==> src/design/rabs_pkg.sv <==
// Shared types and constants of the running-average background subtractor.
`timescale 1ns / 1ps

package rabs_pkg;

    localparam int CH_N      = 3;
    localparam int SAMPLE_W  = 8;
    localparam int INDEX_W   = 19;
    localparam int WEIGHT_W  = 16;
    localparam int FACTOR_W  = 16;
    localparam int T2_W      = 2 * FACTOR_W;
    localparam int RHS_W     = T2_W + SAMPLE_W;
    localparam int DSQ_W     = 2 * SAMPLE_W;
    localparam int CFG_IDX_W = 1;

    localparam logic KIND_UPDATE = 1'b0;
    localparam logic KIND_LOAD   = 1'b1;

    localparam logic [CFG_IDX_W-1:0] REG_BLEND_WEIGHT     = 1'b0;
    localparam logic [CFG_IDX_W-1:0] REG_DEVIATION_FACTOR = 1'b1;

    localparam logic [WEIGHT_W-1:0] BLEND_RESET  = 16'd3277;
    localparam logic [FACTOR_W-1:0] FACTOR_RESET = 16'd51;

    // channel 0 is blue, channel 2 is red
    typedef logic [CH_N-1:0][SAMPLE_W-1:0] t_rgb;

    typedef struct packed {
        logic valid;
        logic kind;
        logic inrange;
    } t_ctl;

    typedef struct packed {
        logic mark;
        t_rgb variance;
        t_rgb bg;
    } t_word;

    localparam t_word CLEAR_WORD = '{mark: 1'b1, variance: 24'h010101, bg: 24'h000000};

endpackage

==> src/design/rabs_update.sv <==
// Three-stage blend of background and variance.
`timescale 1ns / 1ps

module rabs_update import rabs_pkg::*; #(
    parameter int ADDR_W = 19
) (
    input  logic                i_clk,
    input  logic                i_rst_n,
    input  logic                i_en,
    input  logic [WEIGHT_W-1:0] i_weight,
    input  t_ctl                i_ctl,
    input  logic [ADDR_W-1:0]   i_addr,
    input  t_rgb                i_px,
    input  t_word               i_word,
    input  logic [ADDR_W-1:0]   i_probe_addr,
    output logic                o_hit,
    output t_ctl                o_ctl,
    output logic [ADDR_W-1:0]   o_addr,
    output t_rgb                o_px,
    output t_rgb                o_bg,
    output t_rgb                o_var,
    output logic                o_mark
);

    localparam int PA_W = WEIGHT_W + SAMPLE_W;
    localparam int PB_W = WEIGHT_W + 1 + SAMPLE_W;

    function automatic logic [SAMPLE_W-1:0] blend_sum(input logic [PA_W-1:0] pa,
                                                      input logic [PB_W-1:0] pb);
        logic [SAMPLE_W:0] ra;
        logic [SAMPLE_W:0] rb;
        logic [SAMPLE_W:0] s;
        ra = (SAMPLE_W + 1)'(((PA_W + 1)'(pa) + (PA_W + 1)'(32768)) >> 16);
        rb = (SAMPLE_W + 1)'(((PB_W + 1)'(pb) + (PB_W + 1)'(32768)) >> 16);
        s  = ra + rb;
        return (s > (SAMPLE_W + 1)'(255)) ? {SAMPLE_W{1'b1}} : s[SAMPLE_W-1:0];
    endfunction

    logic [WEIGHT_W:0] w_inv_weight;

    // stage 2: squared difference and background products
    t_ctl                           r2_ctl;
    logic [ADDR_W-1:0]              r2_addr;
    t_rgb                           r2_px, r2_bg, r2_var;
    logic                           r2_mark;
    logic [CH_N-1:0][DSQ_W-1:0]     r2_dd, n2_dd;
    logic [CH_N-1:0][PA_W-1:0]      r2_pa, n2_pa;
    logic [CH_N-1:0][PB_W-1:0]      r2_pb, n2_pb;

    // stage 3: new background and variance products
    t_ctl                           r3_ctl;
    logic [ADDR_W-1:0]              r3_addr;
    t_rgb                           r3_px, r3_var, r3_bg, n3_bg;
    logic                           r3_mark, r3_upd, n3_upd;
    logic [CH_N-1:0][PA_W-1:0]      r3_qa, n3_qa;
    logic [CH_N-1:0][PB_W-1:0]      r3_qb, n3_qb;

    // stage 4: new variance
    t_ctl                           r4_ctl;
    logic [ADDR_W-1:0]              r4_addr;
    t_rgb                           r4_px, r4_bg, r4_var, n4_var;
    logic                           r4_mark;

    assign w_inv_weight = (WEIGHT_W + 1)'(65536) - {1'b0, i_weight};

    always_comb begin
        logic [SAMPLE_W-1:0] diff;
        for (int k = 0; k < CH_N; k++) begin
            diff     = (i_px[k] > i_word.bg[k]) ? i_px[k] - i_word.bg[k]
                                                : i_word.bg[k] - i_px[k];
            n2_dd[k] = {{SAMPLE_W{1'b0}}, diff} * {{SAMPLE_W{1'b0}}, diff};
            n2_pa[k] = {{SAMPLE_W{1'b0}}, i_weight} * {{WEIGHT_W{1'b0}}, i_px[k]};
            n2_pb[k] = {{SAMPLE_W{1'b0}}, w_inv_weight}
                     * {{(WEIGHT_W + 1){1'b0}}, i_word.bg[k]};
        end
    end

    always_comb begin
        logic [SAMPLE_W-1:0] sq;
        n3_upd = (r2_ctl.kind == KIND_UPDATE) && r2_mark;
        for (int k = 0; k < CH_N; k++) begin
            sq       = (r2_dd[k] > DSQ_W'(255)) ? {SAMPLE_W{1'b1}} : r2_dd[k][SAMPLE_W-1:0];
            n3_qa[k] = {{SAMPLE_W{1'b0}}, i_weight} * {{WEIGHT_W{1'b0}}, sq};
            n3_qb[k] = {{SAMPLE_W{1'b0}}, w_inv_weight} * {{(WEIGHT_W + 1){1'b0}}, r2_var[k]};
            if (r2_ctl.kind == KIND_LOAD) begin
                n3_bg[k] = r2_px[k];
            end else if (n3_upd) begin
                n3_bg[k] = blend_sum(r2_pa[k], r2_pb[k]);
            end else begin
                n3_bg[k] = r2_bg[k];
            end
        end
    end

    always_comb begin
        for (int k = 0; k < CH_N; k++) begin
            n4_var[k] = r3_upd ? blend_sum(r3_qa[k], r3_qb[k]) : r3_var[k];
        end
    end

    always_ff @(posedge i_clk) begin
        if (!i_rst_n) begin
            r2_ctl <= '0;
            r3_ctl <= '0;
            r4_ctl <= '0;
        end else if (i_en) begin
            r2_ctl <= i_ctl;
            r3_ctl <= r2_ctl;
            r4_ctl <= r3_ctl;
        end
    end

    always_ff @(posedge i_clk) begin
        if (i_en) begin
            r2_addr <= i_addr;
            r2_px   <= i_px;
            r2_bg   <= i_word.bg;
            r2_var  <= i_word.variance;
            r2_mark <= i_word.mark;
            r2_dd   <= n2_dd;
            r2_pa   <= n2_pa;
            r2_pb   <= n2_pb;

            r3_addr <= r2_addr;
            r3_px   <= r2_px;
            r3_var  <= r2_var;
            r3_mark <= r2_mark;
            r3_upd  <= n3_upd;
            r3_bg   <= n3_bg;
            r3_qa   <= n3_qa;
            r3_qb   <= n3_qb;

            r4_addr <= r3_addr;
            r4_px   <= r3_px;
            r4_bg   <= r3_bg;
            r4_var  <= n4_var;
            r4_mark <= r3_mark;
        end
    end

    assign o_hit = (r2_ctl.valid && r2_ctl.inrange && (r2_addr == i_probe_addr))
                || (r3_ctl.valid && r3_ctl.inrange && (r3_addr == i_probe_addr))
                || (r4_ctl.valid && r4_ctl.inrange && (r4_addr == i_probe_addr));

    assign o_ctl  = r4_ctl;
    assign o_addr = r4_addr;
    assign o_px   = r4_px;
    assign o_bg   = r4_bg;
    assign o_var  = r4_var;
    assign o_mark = r4_mark;

endmodule

==> config.mk <==
export PLATFORM = sky130hd
export DESIGN_NAME = rabs_update
export DESIGN_NICKNAME = d
export VERILOG_FILES = /design/src/design/rabs_pkg.sv /design/src/design/rabs_update.sv
export SDC_FILE = /design/constraint.sdc
export NUM_CORES = 2
export LEC_CHECK = 0
export BUFFER_PORTS_ARGS = -buffer_cell sky130_fd_sc_hd__clkbuf_2
export CORE_AREA = 2 2 530 532
export CTS_BUF_LIST = sky130_fd_sc_hd__clkbuf_2
export CTS_CLUSTER_DIAMETER = 120
export CTS_CLUSTER_SIZE = 8
export DETAILED_ROUTE_END_ITERATION = 7
export DIE_AREA = 0 0 532 534
export SYNTH_ARGS = -nofsm -noshare
export SYNTH_HDL_FRONTEND = slang
export SYNTH_SLANG_ARGS = --single-unit
==> constraint.sdc <==
create_clock -name i_clk -period 8.1 [get_ports i_clk]
set_clock_uncertainty 0.15 [all_clocks]
set_input_delay 1.62 -clock i_clk [delete_from_list [all_inputs] [get_ports i_clk]]
set_output_delay 1.62 -clock i_clk [all_outputs]
set_load 0.02 [all_outputs]
==> flow_summary.toml <==
[detailed_routing]
wl_per_cell_um = 18.1
vias_per_cell = 4.52
ant_nets = 0
drtIter0Drc = 3049
drc = 0
first_pass_iters = 5
vias = 50800
wirelength_mm = 204

[die]
core_mm2 = 0.278
start_util = 0.249
dieHeight_um = 534
die_w_um = 532
die-area_mm2 = 0.284
io_pins = 229
num_rows = 194

[logic_synthesis]
ys_warn_count = 0
synth.distinct_cells = 89
synth_top_area_share = 0.324
syn_inst = 7061
async_reset_ff_frac = 0
yosys.area.top_type = "fa_1"
avgSynthCellArea_um2 = 9.80
yosysSeqAreaShare = 0.192
synth.cell_area_mm2 = 0.0692
ys_seq_elements = 445
synth_edf_count = 436
synth_nets = 9009
synth-main-ff-cell = "edfxtp_1"
synth.area.top_cells = "fa_1, edfxtp_1, ha_1, inv_1, and2_1"

[sta]
period_share = 0.926
tightest_slew_ns = 1.12
slew_violations = 0
min_period_ns = 7.50
max_freq_mhz = 133
hold_violations = 0
rsz0062_at_grt = "false"
finalSetupViolCount = 0
slew_headroom = 0.251

[power]
sw_frac_of_total = 0.481
p_int_w = 0.0132
p_seq_frac = 0.171
vdd_drop_max_mv = 0.444
powerDensity_mw_per_mm2 = 325
leakage_nw = 36.1
p_comb_frac = 0.770
p_sw_w = 0.0122
design_power_total_w = 0.0254
clkPwrFrac = 0.059

[clock_network]
cts_tree = "built"
htreeDepth = 3
numCtsBuffers = 69
clkTransAtPathRegs_ns = 0.19
cts_hold_buf = 8
cts_setup_buffers = 0
clock_sinks = 445
worstSkewPairLatency_ns = 1.44
root_buffer = "clkbuf_2"
ctsResizeCount = 0
clk_path_buf_depth = 3

[cells_and_area]
multi_input_area_mm2 = 0.0503
syn2layout_area_growth_pct = 12.8
fill_cells = 29300
stdcell_count = 11200
nets = 9406
seq_area_mm2 = 0.0133
drive_gt1_frac = 0.107

[setup_path]
cpMaxStageDelayCell = "nor2_1"
slowest_delay_ns = 1.06
startpoint_type = "register"
worstPathArrival_ns = 8.52
cp_max_fo = 29
path_class = "reg2reg"
crit_chain = "nor4_1, nand2_1, nor2_1, nor2b_1, fa_1, inv_1, fa_1, fa_1, inv_1, ha_1, nand2b_1, a2111oi_0, o21ai_0, buf_4, a31oi_1, a41oi_1, o21ai_0, a21oi_1, xnor2_1, buf_4"
worst_setup_path_end_kind = "register"
cp_common_cell = "fa_1"
path_buf_inv = 4
crit_family = "simple AND/OR/NAND/NOR gates"
required_ns = 9.12

[place]
port_buffers = 228
numPlacedInstances = 11100
hpwl_mm = 159
gp_congestion = 0.884

[global_route]
grt_max_degree = 136
groute.usage.overall = 0.144
grt-ovfl-total = 0
grt_pass1_vias = 54800
antenna_found_initial = 33
grt_pass1_wl_mm = 318

[run]
max_cap_violations = 0

[run_status]
status = "completed"

[worst_hold_path]
min_path_type = "in2reg"
## per-stage QoR
step	setup TNS (ns)	hold WS [ns]	utilization	setup slack, ns	cell area, um2
after global placement	-1.01	0.254	0.277	-0.382	77200
after floorplan	-0.0911	0.250	-	-0.0911	69200
final	0	0.213	0.280	0.601	78100
after detailed placement	-1.84	0.255	0.277	-0.485	77200
after CTS	0	0.00479	0.280	0.577	78000
after global routing	0	0.0856	0.280	0.0188	78100
## state kept, by name, summed over array words and instances (netlist names), 27 cells and up
register and cells:
r3_qa 27, r3_qb 30, r2_dd 45, r2_pb 30, r2_pa 27
## final cells by class
class	instances	share of cell area
antenna	12	0.000385
clock buffer	93	0.00596
inverter	1241	0.0597
multi-input combinational	5070	0.644
clock inverter	16	0.00324
tap	3724	0.0597
timing repair buffer	631	0.0570
sequential	445	0.170
## final timing paths
kind,startpoint,endpoint,slack (ns),depth (start not counted)
worst max-delay path,r2_dd[14],r3_qa[22],0.60,20
worst min-delay path,i_word[37],r2_var[13],0.21,1
worst max register to register,r2_dd[14],r3_qa[22],0.60,20
worst min register to register,r3_px[18],o_px[18],0.21,0
## power groups by stage
| stage | logic, W | registers (W) | clock network [W] |
|---|---|---|---|
| 2_1_floorplan | 0.0133 | 0.00427 | 0 |
| 3_3_place_gp | 0.0190 | 0.00438 | 0 |
| 3_5_place_dp | 0.0195 | 0.00439 | 0 |
| 4_1_cts | 0.0197 | 0.00434 | 0.00158 |
| 5_1_grt | 0.0222 | 0.00440 | 0.00164 |
| 6_report | 0.0195 | 0.00434 | 0.00149 |
## cells by family (layout without fill, tap and decap cells)
group / count (synthesis) / after routing / synth area share
muxes: 33 / 33 / 0.00486
other: 0 / 12 / 0
DFF: 445 / 445 / 0.192
and+or+nand+nor: 2230 / 2230 / 0.164
buffers and inverters: 1546 / 1981 / 0.0843
adders and majority gates: 1815 / 1815 / 0.450
xor gates and xnor gates: 373 / 373 / 0.0475
AOI/OAI and AO/OA: 619 / 619 / 0.0584
## cells in the mapped netlist, drive strengths merged, types with 10 or more instances
library cell  number
inv             1240
fa              1119
nand2            701
ha               696
and2             619
edfxtp           436
nor2             312
clkbuf           291
nor2b            279
xnor2            226
a21oi            157
o21ai            148
xor2             146
nand3             87
nor3              59
a21o              49
nor4              43
and3              34
o21a              33
o21bai            32
a211oi            28
mux2i             28
nand4             27
o22a              25
o22ai             25
o211ai            22
or3               19
or2               18
buf               14
a31oi             13
nand2b            10
## cell usage in the layout, fill, tap and decap left out, types with 86 or more instances in the layout
| cell type | synthesis | layout |
|---|---|---|
| inv_1 | 1239 | 1239 |
| fa_1 | 1119 | 1119 |
| nand2_1 | 701 | 701 |
| ha_1 | 696 | 696 |
| and2_1 | 618 | 618 |
| edfxtp_1 | 436 | 436 |
| buf_4 | 2 | 375 |
| clkbuf_2 | 1 | 320 |
| nor2_1 | 308 | 307 |
| nor2b_1 | 279 | 279 |
| xnor2_1 | 225 | 217 |
| a21oi_1 | 157 | 157 |
| o21ai_0 | 145 | 145 |
| xor2_1 | 146 | 141 |
| nand3_1 | 87 | 86 |
## metal layers
layer	GRT usage	up-vias	wire, um
li1	-	23000	-
met1	0.185	25900	85700
met2	0.243	1531	97600
met3	0.0203	333	12100
met4	0.0593	4	8400
met5	0	-	25
Power figures use the tool's default switching activity.
